===== config.mk =====
export PLATFORM = sky130hd
export DESIGN_NAME = radix_integer_to_ascii
export DESIGN_NICKNAME = d
export VERILOG_FILES = /design/src/design/ritoa_pkg.sv /design/src/design/ritoa_cell.sv /design/src/design/radix_integer_to_ascii.sv
export SDC_FILE = /design/constraint.sdc
export NUM_CORES = 1
export LEC_CHECK = 0
export ABC_CLOCK_PERIOD_IN_PS = 12000
export BUFFER_PORTS_ARGS = -buffer_cell sky130_fd_sc_hd__buf_4
export CAP_MARGIN = 5
export CORE_MARGIN = 3
export CORE_UTILIZATION = 55
export CTS_CLUSTER_DIAMETER = 200
export DETAILED_ROUTE_END_ITERATION = 10
export PLACE_DENSITY = 0.72
export SYNTH_ARGS = -nofsm -noshare
export SYNTH_HDL_FRONTEND = slang
export SYNTH_SLANG_ARGS = --single-unit

===== constraint.sdc =====
create_clock -name clk -period 12 [get_ports clk]
set_input_delay 0 -clock clk [delete_from_list [all_inputs] [get_ports clk]]
set_output_delay 0 -clock clk [all_outputs]
set_load 0.01 [all_outputs]

===== src/design/ritoa_pkg.sv =====
// Shared constants, types and the digit character table for the radix integer-to-ASCII block.
`default_nettype none
package ritoa_pkg;

  localparam int VALUE_WIDTH = 32;
  localparam int NCELLS      = 31;
  localparam int DIGIT_W     = 4;
  localparam int CNT_W       = 5;
  localparam int RADIX_W     = 5;
  localparam int BUFSZ_W     = 6;
  localparam int CHAR_W      = 8;
  localparam int IN_TDATA_W  = ((VALUE_WIDTH + 7) / 8) * 8;
  localparam int OUT_TDATA_W = ((CHAR_W + CNT_W + 7) / 8) * 8;
  // extra step at the end so the last cell's flags and carry are visible
  localparam int CONV_CYCLES = VALUE_WIDTH + NCELLS + 1;
  localparam int CYC_W       = $clog2(CONV_CYCLES + 1);

  // token and carry handed from one cell to the next
  typedef struct packed {
    logic tok;
    logic carry;
  } link_t;

  function automatic logic [CHAR_W-1:0] digit_char(input logic [DIGIT_W-1:0] d);
    logic [CHAR_W-1:0] c;
    case (d)
      4'd0:    c = 8'h30;
      4'd1:    c = 8'h31;
      4'd2:    c = 8'h32;
      4'd3:    c = 8'h33;
      4'd4:    c = 8'h34;
      4'd5:    c = 8'h35;
      4'd6:    c = 8'h36;
      4'd7:    c = 8'h37;
      4'd8:    c = 8'h38;
      4'd9:    c = 8'h39;
      4'd10:   c = 8'h61;
      4'd11:   c = 8'h62;
      4'd12:   c = 8'h63;
      4'd13:   c = 8'h64;
      4'd14:   c = 8'h65;
      default: c = 8'h66;
    endcase
    return c;
  endfunction

endpackage
`default_nettype wire


===== src/design/ritoa_cell.sv =====
// One digit cell: doubles its digit, adds the incoming carry, reduces modulo the radix.
`default_nettype none
module ritoa_cell
  import ritoa_pkg::*;
(
  input  wire logic               clk,
  input  wire logic               rst_n,
  input  wire logic               clear,
  input  wire logic [RADIX_W-1:0] radix,
  input  wire logic               used_init,
  input  wire link_t              link_in,
  output link_t                   link_out,
  output logic      [DIGIT_W-1:0] digit,
  output logic                    used
);

  logic [DIGIT_W-1:0] digit_r, digit_nxt;
  logic               used_r;
  logic               tok_r;
  logic               carry_r;
  logic [DIGIT_W:0]   sum;
  logic [DIGIT_W:0]   diff;
  logic               ge;

  always_comb begin
    sum  = {digit_r, link_in.carry};
    ge   = (sum >= radix);
    diff = sum - radix;
    digit_nxt = ge ? diff[DIGIT_W-1:0] : sum[DIGIT_W-1:0];
  end

  always_ff @(posedge clk) begin
    if (!rst_n) begin
      digit_r <= '0;
      used_r  <= 1'b0;
      tok_r   <= 1'b0;
      carry_r <= 1'b0;
    end else if (clear) begin
      digit_r <= '0;
      used_r  <= used_init;
      tok_r   <= 1'b0;
      carry_r <= 1'b0;
    end else begin
      tok_r   <= link_in.tok;
      carry_r <= link_in.tok & ge;
      if (link_in.tok) begin
        digit_r <= digit_nxt;
        if (link_in.carry) begin
          used_r <= 1'b1;
        end
      end
    end
  end

  assign link_out.tok   = tok_r;
  assign link_out.carry = carry_r;
  assign digit          = digit_r;
  assign used           = used_r;

endmodule
`default_nettype wire


===== src/design/radix_integer_to_ascii.sv =====
// Top level: radix integer-to-ASCII converter built on a chain of digit cells.
// Flow: an early reject goes from idle to the error state, which loads a single error transaction;
//   a conversion feeds the value bits through the cell chain, then waits for the count check,
//   and its digits are then loaded into the output register one per cycle while it is free.
// The conversion time is set by the skewed bit walk through the 31 cells. One item at a time:
//   no new value is taken until the last transaction of the current one has been loaded.
// Reset: synchronous active-low rst_n; radix returns to 10, buffer_size to 12, no output.
`default_nettype none
module radix_integer_to_ascii
  import ritoa_pkg::*;
(
  input  wire logic                   clk,
  input  wire logic                   rst_n,
  // input channel
  input  wire logic                   in_tvalid,
  output logic                        in_tready,
  input  wire logic [IN_TDATA_W-1:0]  in_tdata,    // [31:0] value (signed)
  // result channel
  output logic                        out_tvalid,
  input  wire logic                   out_tready,
  output logic [OUT_TDATA_W-1:0]      out_tdata,   // [7:0] character, [12:8] digit_count
  output logic                        out_tlast,
  output logic                        out_tuser,   // [0] error
  // configuration write channel
  input  wire logic                   cfg_valid,
  output logic                        cfg_ready,
  input  wire logic [7:0]             cfg_index,
  input  wire logic [7:0]             cfg_data
);

  localparam logic [1:0] ST_IDLE = 2'd0;
  localparam logic [1:0] ST_CONV = 2'd1;
  localparam logic [1:0] ST_EMIT = 2'd2;
  localparam logic [1:0] ST_ERR  = 2'd3;

  localparam logic [7:0] REG_RADIX = 8'd0;
  localparam logic [7:0] REG_BUFSZ = 8'd1;

  logic [1:0]             state_r;
  logic [RADIX_W-1:0]     radix_r;
  logic [BUFSZ_W-1:0]     bufsz_r;
  logic [VALUE_WIDTH-1:0] shreg_r;
  logic [CYC_W-1:0]       cyc_r;
  logic [CNT_W-1:0]       ptr_r;     // chases the used-cell boundary -> digit count
  logic [CNT_W-1:0]       idx_r;     // digit being emitted
  logic                   ovf_r;     // carry fell off the top cell

  logic [OUT_TDATA_W-1:0] out_tdata_r;
  logic                   out_tvalid_r;
  logic                   out_tlast_r;
  logic                   out_tuser_r;

  link_t                  link_a  [NCELLS+1];
  logic [DIGIT_W-1:0]     digit_a [NCELLS];
  logic [NCELLS-1:0]      used_a;

  logic in_acc;
  logic bad_req;
  logic feeding;
  logic ptr_more;
  logic conv_done;
  logic too_long;
  logic out_free;
  logic out_load;

  assign in_tready = (state_r == ST_IDLE);
  assign in_acc    = in_tvalid && in_tready;
  assign cfg_ready = 1'b1;
  assign out_free  = !out_tvalid_r || out_tready;
  // output register takes a new transaction this cycle
  assign out_load  = out_free && ((state_r == ST_EMIT) || (state_r == ST_ERR));

  // early rejects: bad base, tiny buffer, negative value
  assign bad_req = (radix_r < RADIX_W'(2)) || (radix_r > RADIX_W'(16)) ||
                   (bufsz_r < BUFSZ_W'(2)) || in_tdata[VALUE_WIDTH-1];

  // value bits go in MSB first, one per cycle, into cell 0
  assign feeding        = (state_r == ST_CONV) && (cyc_r < CYC_W'(VALUE_WIDTH));
  assign link_a[0].tok   = feeding;
  assign link_a[0].carry = feeding & shreg_r[VALUE_WIDTH-1];

  genvar g;
  generate
    for (g = 0; g < NCELLS; g++) begin : g_cell
      ritoa_cell u_cell (
        .clk       (clk),
        .rst_n     (rst_n),
        .clear     (in_acc),
        .radix     (radix_r),
        .used_init ((g == 0) ? 1'b1 : 1'b0),
        .link_in   (link_a[g]),
        .link_out  (link_a[g+1]),
        .digit     (digit_a[g]),
        .used      (used_a[g])
      );
    end
  endgenerate

  // used cells form a prefix; the pointer walks up it one cell per cycle
  assign ptr_more  = (ptr_r != CNT_W'(NCELLS)) && used_a[ptr_r];
  assign conv_done = (cyc_r == CYC_W'(CONV_CYCLES)) && !ptr_more;
  assign too_long  = ovf_r || ({1'b0, ptr_r} >= bufsz_r);

  // configuration registers
  always_ff @(posedge clk) begin
    if (!rst_n) begin
      radix_r <= RADIX_W'(10);
      bufsz_r <= BUFSZ_W'(12);
    end else if (cfg_valid && cfg_ready) begin
      unique case (cfg_index)
        REG_RADIX: radix_r <= cfg_data[RADIX_W-1:0];
        REG_BUFSZ: bufsz_r <= cfg_data[BUFSZ_W-1:0];
        default:   ;
      endcase
    end
  end

  // control sequencer and output register
  always_ff @(posedge clk) begin
    if (!rst_n) begin
      state_r      <= ST_IDLE;
      cyc_r        <= '0;
      ptr_r        <= '0;
      idx_r        <= '0;
      ovf_r        <= 1'b0;
      out_tvalid_r <= 1'b0;
    end else begin
      if (out_tvalid_r && out_tready && !out_load) begin
        out_tvalid_r <= 1'b0;
      end
      unique case (state_r)
        ST_IDLE: begin
          if (in_acc) begin
            shreg_r <= in_tdata[VALUE_WIDTH-1:0];
            cyc_r   <= '0;
            ptr_r   <= '0;
            ovf_r   <= 1'b0;
            state_r <= bad_req ? ST_ERR : ST_CONV;
          end
        end
        ST_CONV: begin
          if (feeding) begin
            shreg_r <= {shreg_r[VALUE_WIDTH-2:0], 1'b0};
          end
          if (cyc_r != CYC_W'(CONV_CYCLES)) begin
            cyc_r <= cyc_r + CYC_W'(1);
          end
          if (ptr_more) begin
            ptr_r <= ptr_r + CNT_W'(1);
          end
          if (link_a[NCELLS].carry) begin
            ovf_r <= 1'b1;
          end
          if (conv_done) begin
            idx_r   <= ptr_r - CNT_W'(1);
            state_r <= too_long ? ST_ERR : ST_EMIT;
          end
        end
        ST_EMIT: begin
          if (out_free) begin
            out_tvalid_r <= 1'b1;
            out_tdata_r  <= OUT_TDATA_W'({ptr_r, digit_char(digit_a[idx_r])});
            out_tlast_r  <= (idx_r == '0);
            out_tuser_r  <= 1'b0;
            idx_r        <= idx_r - CNT_W'(1);
            if (idx_r == '0) begin
              state_r <= ST_IDLE;
            end
          end
        end
        ST_ERR: begin
          if (out_free) begin
            out_tvalid_r <= 1'b1;
            out_tdata_r  <= '0;
            out_tlast_r  <= 1'b1;
            out_tuser_r  <= 1'b1;
            state_r      <= ST_IDLE;
          end
        end
        default: state_r <= ST_IDLE;
      endcase
    end
  end

  assign out_tvalid = out_tvalid_r;
  assign out_tdata  = out_tdata_r;
  assign out_tlast  = out_tlast_r;
  assign out_tuser  = out_tuser_r;

  // an accepted item always leaves idle
  a_accept_leaves_idle: assert property (@(posedge clk) disable iff (!rst_n)
    in_acc |=> (state_r == ST_CONV) || (state_r == ST_ERR))
    else $error("accepted item did not start work");

  // emitting only with a digit count that fits the buffer
  a_emit_count_ok: assert property (@(posedge clk) disable iff (!rst_n)
    (state_r == ST_EMIT) |-> (ptr_r != '0) && ({1'b0, ptr_r} < bufsz_r) && (idx_r < ptr_r))
    else $error("emit with bad digit count or index");

  // an error transaction is always a single, final one
  a_error_last: assert property (@(posedge clk) disable iff (!rst_n)
    (out_tvalid && out_tuser) |-> out_tlast && (out_tdata == '0))
    else $error("error transaction not final or not zero");

  // cell 0 always counts as a digit during conversion
  a_cell0_used: assert property (@(posedge clk) disable iff (!rst_n)
    (state_r == ST_CONV) |-> used_a[0])
    else $error("lowest digit cell not marked used");

endmodule
`default_nettype wire


# Word-level counts from Yosys, hierarchy flattened
# Memories as Yosys holds them, arrays and structs flattened.
# Cells that the tools add are included.
# word_totals
register_bits	298
n_memories	1
inputBits	53
romBits	96
out_inout_bits	21
# memory_table
name	depth	word_bits	read_ports	rd_ports_with_merged_regs	write_ports	line_no	source
(no name shown)	16	6	1	0	0	ritoa_pkg.sv:26	case (d)
# classes
n_bitwise	34
n_addsub	35
reduce_logical	66
eq_ne	16
n_lt_le_gt_ge	38
muxes	73
# op_table
operator	count
$ge A5 B5 Y1	31
$mux W4	33
$sub A4 B4 Y4	31
$reduce_and A2 Y1	33
$mux W32	2
$pmux W32 S2	1
$and A1 B1 Y1	32
$mux W16	2
$pmux W16 S2	1
$bmux W4 S5	1
$mux W5	4
$pmux W5 S2	2
$mux W7	2
$pmux W7 S2	1
$mux W1	13
$mux W2	6
$reduce_and A3 Y1	4
$ne A2 B2 Y1 const B	5
$reduce_bool A2 Y1	5
$sub A5 B1 Y5 const B	2
$eq A8 B1 Y1 const B	1
$logic_not A8 Y1	1
$ne A2 B1 Y1 const B	4
$pmux W2 S4	1
26 further kinds	44

# Longest topological paths before layout
# Gate-level depths: netlist of the first run.
# depth
ltp_word	8
mapped_depth	12
ltp_nobuf	11

# Cells and area by module
# From an unflattened synthesis of the first run, not the netlist that was laid out.
# unflattened
hier_cells	2433
hier_area_um2	21071.5
# modules_own_cells
module	area_each_um2	cells_per_inst	n_inst	seq_area_each_um2
ritoa_cell (g_cell[0].u_cell ...)	516.7	62	25	140.1
radix_integer_to_ascii	5097.4	517	1	2021.9
ritoa_cell (g_cell[22].u_cell ...)	509.2	61	6	140.1

# Worst setup path after synthesis of the first run
# OpenSTA, ideal clock, no wires.
# synth_path
path_type	register to register
start	reg radix_r[1]
end	reg g_cell[30].u_cell.digit_r[1]
t_arrival_ns	3.685
t_required_ns	11.884
setup_slack_ns	8.199
setup_ns	0.116
stages_incl_launch_ff	9
path_cell_list	dfxtp_1 > inv_1 > ha_1 > a21o_1 > a21o_1 > a21o_1 > a21o_1 > mux2i_1 > a31o_2
# synth_via
elab_chain_len	2
elab_cells_between_ends	3
classes_between	add/sub (1); order compare (1); mux (1)
# synth_rtl
element	line_no	source
from (decl)	radix_integer_to_ascii.sv:40	logic [RADIX_W-1:0] radix_r;
from (signal assigned)	radix_integer_to_ascii.sv:111	REG_RADIX: radix_r <= cfg_data[RADIX_W-1:0];
$sub A4 B4 Y4 or $ge A5 B5 Y1 (tied branches)	ritoa_cell.sv:28, ritoa_cell.sv:27	
$mux W4 *	ritoa_cell.sv:29	digit_nxt = ge ? diff[DIGIT_W-1:0] : sum[DIGIT_W-1:0];
to (signal assigned)	ritoa_cell.sv:47	digit_r <= digit_nxt;
to (decl)	ritoa_cell.sv:17	logic [DIGIT_W-1:0] digit_r, digit_nxt;
# Mark *: on every way between the ends. The rest lies on a longest branch, timed or not.
# A chain may end at the register's enable or synchronous reset.

# Worst setup path after layout of the first run
# layout_path
start	reg idx_r[0]
end	reg out_tdata_r[1], in the netlist out_tdata[1] (data pin)
# layout_via
elab_chain_len	7
# layout_rtl
element	line_no	source
from (decl)	radix_integer_to_ascii.sv:45	logic [CNT_W-1:0] idx_r;
from (signal assigned)	radix_integer_to_ascii.sv:155	idx_r <= ptr_r - CNT_W'(1);
from (signal assigned)	radix_integer_to_ascii.sv:165	idx_r <= idx_r - CNT_W'(1);
$not A5 Y6 (implied by the code)	radix_integer_to_ascii.sv:162	out_tdata_r <= OUT_TDATA_W'({ptr_r, digit_char(digit_a[idx_r])});
$bmux W4 S5	radix_integer_to_ascii.sv:162	
$mux W4 (implied by the code) (2 in a row)	radix_integer_to_ascii.sv:162	
$mem_v2 Z16 W6	-	
$mux W16	radix_integer_to_ascii.sv:160	if (out_free) begin
$pmux W16 S2	radix_integer_to_ascii.sv:131	unique case (state_r)
to (signal assigned)	radix_integer_to_ascii.sv:162	
to (decl)	radix_integer_to_ascii.sv:48	logic [OUT_TDATA_W-1:0] out_tdata_r;
# No other way between the ends. The select of a mux whose other input is x is not followed.

==> results of run 1 <==
-- per-layer routing --
layer  track usage [%]  wire length [µm]  vias up  share of wire [%]
met5                 0                 0        -                  0
met2              42.9             21000      333                 48
met4              6.83              1060        0                2.4
met3              3.47              2240       79                5.1
met1              34.0             19900     6584                 45
li1                  -                 -     6758                  -
-- worst max path at each step --
stage	from	endpoint	slack (ps)
2_1_floorplan	radix_r[1]$_SDFFE_PN1P_	g_cell[30].u_cell.digit[1]$_SDFFE_PP0P_	8200
4_1_cts	idx_r[0]$_SDFFE_PN0P_	out_tdata[1]$_SDFFCE_PP0P_	8560
3_3_place_gp	idx_r[0]$_SDFFE_PN0P_	out_tdata[1]$_SDFFCE_PP0P_	8610
6_report	idx_r[0]$_SDFFE_PN0P_	out_tdata[1]$_SDFFCE_PP0P_	8550
5_1_grt	idx_r[0]$_SDFFE_PN0P_	out_tdata[1]$_SDFFCE_PP0P_	8280
3_5_place_dp	idx_r[0]$_SDFFE_PN0P_	out_tdata[1]$_SDFFCE_PP0P_	8570
-- cells by family after synthesis --
family	after synthesis	synth area share [%]
flip-flops	294	35.2
adder cells (fa/ha/maj)	198	15.0
multiplexers	195	13.1
other	2	0.0417
XOR/XNOR	68	3.30
buffers and inverters	218	4.81
AO/OA/AOI/OAI	498	17.7
AND/OR/NAND/NOR	393	10.9
-- cell type report --
type                       instances  area [µm²]
fill                            2612       11500
multi-input combinational       1357       10800
sequential                       294        6350
clock buffer                      55        1090
timing repair buffer             126        1060
tap                              435         544
inverter                         126         473
clock inverter                     8        82.6
-- synth_stat cells (8+ instances only) --
cell type / number / area (µm²)
nand3_1: 8 / 40.0
a21o_1: 185 / 1390
mux2i_1: 142 / 1420
nor2b_1: 20 / 125
edfxtp_1: 46 / 1380
clkbuf_1: 67 / 251
nand2b_1: 36 / 225
nand2_1: 135 / 507
buf_1: 13 / 48.8
and2_1: 51 / 319
a21oi_1: 160 / 801
xnor2_1: 62 / 543
fa_1: 31 / 621
nor2_1: 83 / 312
mux4_2: 23 / 518
o21ai_0: 89 / 445
a22o_1: 17 / 149
dfxtp_1: 248 / 4960
mux2_2: 25 / 282
nor3b_1: 32 / 240
inv_1: 125 / 469
ha_1: 167 / 2090
-- sequential cells by signal, indices dropped and copies added (netlist names), 6 cells and up --
register	cells
bufsz_r	6
cyc_r	7
g_cell.u_cell.carry_r	31
g_cell.u_cell.digit	124
g_cell.u_cell.tok_r	30
g_cell.u_cell.used	31
out_tdata	12
shreg_r	32
-- metrics by stage --
stage / power [mW] / hold slack [ps] / cell area, µm² / utilization [%]
2_1_floorplan: 1.53 / 125 / 18000 / -
3_3_place_gp: 1.66 / 228 / 18800 / 58.8
3_5_place_dp: 1.68 / 233 / 18800 / 58.8
4_1_cts: 2.76 / 41.9 / 20400 / 64.0
5_1_grt: 2.87 / 84.1 / 20400 / 64.0
6_report: 2.74 / 52.6 / 20400 / 64.0
-- critical path, delay by kind of cell (launching register included) --
family                     cells  cell delay, ps
muxes                          2            1160
AOI/OAI and AO/OA              3             710
buffers and inverters          1             640
adders and majority gates      1             340
DFF                            1             310
and+or+nand+nor                1             110
-- where the power goes --
part           internal, mW  total (mW)  switching, mW
registers              1.08        1.14         0.0545
logic                 0.203       0.539          0.336
clock network         0.648        1.07          0.422
total                  1.93        2.74          0.813
-- timing repair --
action | 4_1_cts | 5_1_grt
setup buffers | 0 | 0
hold buffers | 46 | 0
hold endpoints to repair | 58 | 0
==> impl_metrics.toml, run 1 <==
[run_status]
run_status = "completed"

[timing]
post-route-period-util_pct = 28.7
worst_pin_slew_ps = 1120
hold_viol = 0
finClkSkew_ps = 14.6
setup_violations = 0
grt_setup_unrepaired = "false"
maxSlewHeadroom_pct = 25.2
clock.fmax_mhz = 290
setup-tns-final_ps = 0
slew_viol_final = 0
layout_setup_ws_ps = 8550
finalCriticalPeriod_ps = 3450

[clock_network]
ctsResizeCount = 0
cts.sink_count = 294
cts_tree = "done"
cts_root_buf = "clkbuf_16"
clock_latency_ps = 520
numCtsBuffers = 35
h-tree-depth = 2
clkSlewWorstSetupHoldPaths_ps = 60
cts.path.max_buffers = 3

[synthesis]
ys_warn_count = 0
synth_area_mm2 = 0.0180
yosysSeqAreaShare_pct = 35.2
synth_cell_types = 69
ys_ff_latch = 294
syn_avg_cell_area_um2 = 9.66
synth_cells = 1866
synth_edf_count = 46
async_flop_share_pct = 0
synth-main-ff-cell = "dfxtp_1"

[routing]
wl_per_cell_um = 18.4
wirelength_mm = 44.1
route.detailed.drc = 0
initialDrtViolationCount = 808
ant_nets = 0
vias = 13800
drt_first_pass_iters = 5
vias_per_cell = 5.73

[power]
ir_drop_uv = 104
powerDensity_mw_per_mm2 = 134
p_leak_nw = 9.52

[grt]
grt_max_degree = 105
antenna_found_initial = 0
grt_usage_pct = 25.3
first_global_vias = 13900
grt_pass1_wl_mm = 72.8
grt-ovfl-total = 0

[finish]
areaGrowthSynthToFinish_pct = 13.4
mostFrequentLayoutCells = "dfxtp_1, a21o_1, ha_1"
num_antenna_cells = 0
final_nets = 2191
layoutNonFillerInstCount = 2401
final_common_cell = "dfxtp_1"
drive_gt1_share_pct = 9.97

[floorplan]
rows = 65
core_area_mm2 = 0.0320
start_util_pct = 56.4
die-area_mm2 = 0.0350
die_w_um = 187
io_pins = 74
die_h_um = 187

[critical_path]
reg2reg_from = "idx_r[0]$_SDFFE_PN0P_"
cp-end-kind = "flip-flop"
cp_max_fo = 41
slowest_delay_ps = 640
critical_path_arrival_ps = 3800
critPathLaunchType = "flip-flop"
slowest_stage = "buf_4"
reg2reg_depth = 8
worstSetupPathType = "flip-flop to flip-flop"
required_ps = 12360
ff2ff_setup_slack_ps = 8550
rr_endpoint = "out_tdata[1]$_SDFFCE_PP0P_"
worstPathCellList = "buf_4 -> mux4_2 -> mux4_2 -> o22ai_1 -> ha_1 -> nor2_1 -> a211oi_1 -> a211oi_1"

[placed_design]
portBuffers = 66
placed_cells = 2292
place.gp.congestion = 0.834
dp_hpwl_mm = 28.4
preCtsSetupSlack_ps = 8570

[hold_path]
min_path_type = "input port to flip-flop"
min_from = "in_tvalid"
min_path_cells = 5
worstHoldEndpoint = "cyc_r[0]$_SDFFE_PN0P_"

[run]
cap_viol_max_count = 0
No activity file was read; power rests on OpenSTA's default activity.
==> inputs of run 2 (changes only) <==
ABC_CLOCK_PERIOD_IN_PS = 2850   (was 12000)
PLACE_DENSITY = 0.75   (was 0.72)
clock period = 2.85 ns   (was 12 ns; I/O delays follow)
==> run 2 against run 1 <==
First-iteration DRC count up 14%. Cell count is 1.0% higher. Count of clock-buffer cells in the layout fell by 10. Highest routed layer unchanged.
==> impl_metrics.toml, run 2 (same netlist as run 1, synthesis figures left out) <==
[finish]
drive_gt1_share_pct = 11.3
nFillCells = 2500
mostFrequentLayoutCells = "dfxtp_1, a21o_1, ha_1"
largest_reg_flops = 124
final_area_mm2 = 0.0207
areaGrowthSynthToFinish_pct = 15.1
final_common_cell = "dfxtp_1"
final_nets = 2215
num_antenna_cells = 0

[grt]
grt_max_degree = 100
first_global_vias = 14400
grt-ovfl-total = 0
antenna_found_initial = 0
grt_pass1_wl_mm = 75.3
grt_usage_pct = 26.2

[critical_path]
critPathLaunchType = "flip-flop"
required_ps = 3200
cp_num_buf_inv = 1
cp-end-kind = "flip-flop"
worstPathCellList = "buf_12 -> mux4_2 -> mux4_2 -> o22ai_1 -> ha_1 -> nor2_1 -> a211oi_1 -> a211oi_1"
slowest_delay_ps = 510
critical_path_arrival_ps = 3020
worstSetupPathType = "flip-flop to flip-flop"
cp_max_fo = 7
critical-path-top-delay-family = "multiplexers"
slowest_stage = "mux4_2"

[run_status]
run_status = "completed"

[power]
sw_frac_of_total_pct = 28.9
p_sw_mw = 3.43
seqPwrFrac_pct = 39.9
p_int_mw = 8.41
power_frac_comb_pct = 21.2
p_leak_nw = 9.69
power.share.clock_pct = 38.9
ir_drop_uv = 458
powerDensity_mw_per_mm2 = 571

[timing]
finClkSkew_ps = 16.7
hold_viol = 0
post-route-period-util_pct = 93.8
worst_pin_slew_ps = 876
slew_viol_final = 0
grt_setup_unrepaired = "false"
clock.fmax_mhz = 374
finalCriticalPeriod_ps = 2670
setup-tns-final_ps = 0
maxSlewHeadroom_pct = 41.2
setup_violations = 0

[floorplan]
die-area_mm2 = 0.0350
die_w_um = 187
die_h_um = 187
rows = 65
core_area_mm2 = 0.0320
io_pins = 74
start_util_pct = 56.4

[clock_network]
numCtsBuffers = 34
clock_latency_ps = 520
cts_tree = "done"
h-tree-depth = 2
cts.path.max_buffers = 3
clkSlewWorstSetupHoldPaths_ps = 60
cts.sink_count = 294
cts_root_buf = "clkbuf_16"
cts_setup_buffers = 0

[routing]
vias = 14100
wl_per_cell_um = 18.9
vias_per_cell = 5.81
ant_nets = 0
wirelength_mm = 45.9
initialDrtViolationCount = 923
route.detailed.drc = 0
drt_first_pass_iters = 7

[run]
cap_viol_max_count = 0

[placed_design]
postPlaceCellArea_mm2 = 0.0191
portBuffers = 66
dp_hpwl_mm = 31.3
place.gp.congestion = 0.891

[hold_path]
min_path_type = "input port to flip-flop"
==> run 2: routing by layer <==
layer  up-vias  global-route usage (%)  routed length, µm
met5         -                       0                  0
met4         0                    7.62               1220
met3        86                    3.95               2340
met2       336                    44.8              21900
met1      6880                    34.6              20500
li1       6796                       -                  -
==> run 2: per-stage QoR <==
stage | hold WS [ps] | power, mW | util [%] | cells | worst slack, ps
6_report | 52.1 | 11.8 | 64.9 | 2425 | 177
5_1_grt | 89.3 | 12.3 | 64.9 | 2425 | 1.41
3_3_place_gp | 228 | 7.15 | 59.7 | 2317 | 130
4_1_cts | 41.7 | 11.8 | 64.9 | 2425 | 143
3_5_place_dp | 236 | 7.21 | 59.7 | 2317 | 154
2_1_floorplan | 125 | 6.43 | - | 1869 | 21.2
==> run 2: worst register-to-register path, delay by kind of cell, from the launching register on <==
family                   cells  cell delay [ps]
AO/OA/AOI/OAI                3              540
adder cells (fa/ha/maj)      1              300
buffers and inverters        1              140
flip-flops                   1              420
multiplexers                 2             1010
AND/OR/NAND/NOR              1              110
==> run 2: final timing paths <==
path / endpoint / depth (start not counted) / startpoint / slack (ps)
worst max-delay path: out_tdata[1]$_SDFFCE_PP0P_ / 8 / idx_r[0]$_SDFFE_PN0P_ / 180
worst min-delay path: cyc_r[0]$_SDFFE_PN0P_ / 5 / in_tvalid / 50
worst max register to register: out_tdata[1]$_SDFFCE_PP0P_ / 8 / idx_r[0]$_SDFFE_PN0P_ / 180
worst min register to register: g_cell[9].u_cell.used$_SDFFE_PP0P_ / 2 / g_cell[9].u_cell.used$_SDFFE_PP0P_ / 480
==> run 2: cell type report <==
class                           count  area, µm²  share of cell area [%]
Multi-Input combinational cell   1357      10800                    52.3
Sequential cell                   294       6350                    30.6
Timing Repair Buffer              151       1340                    6.44
Clock buffer                       45        962                    4.64
Tap cell                          435        544                    2.62
Inverter                          126        477                    2.30
Clock inverter                     17        225                    1.09
==> run 2: timing repair <==
action                                  4_1_cts  5_1_grt
hold buffers                                 46        0
endpoints found under the hold margin        58        0
endpoints found under the setup margin        0        1
resized for setup                             0        2
==> run 2: power by group through the flow <==
stage / clock, mW / combinational, mW / sequential, mW
after floorplan: 0 / 1.69 / 4.74
after global placement: 0 / 2.36 / 4.79
after detailed placement: 0 / 2.41 / 4.80
after CTS: 4.66 / 2.47 / 4.71
after global routing: 4.84 / 2.75 / 4.74
final: 4.61 / 2.51 / 4.72
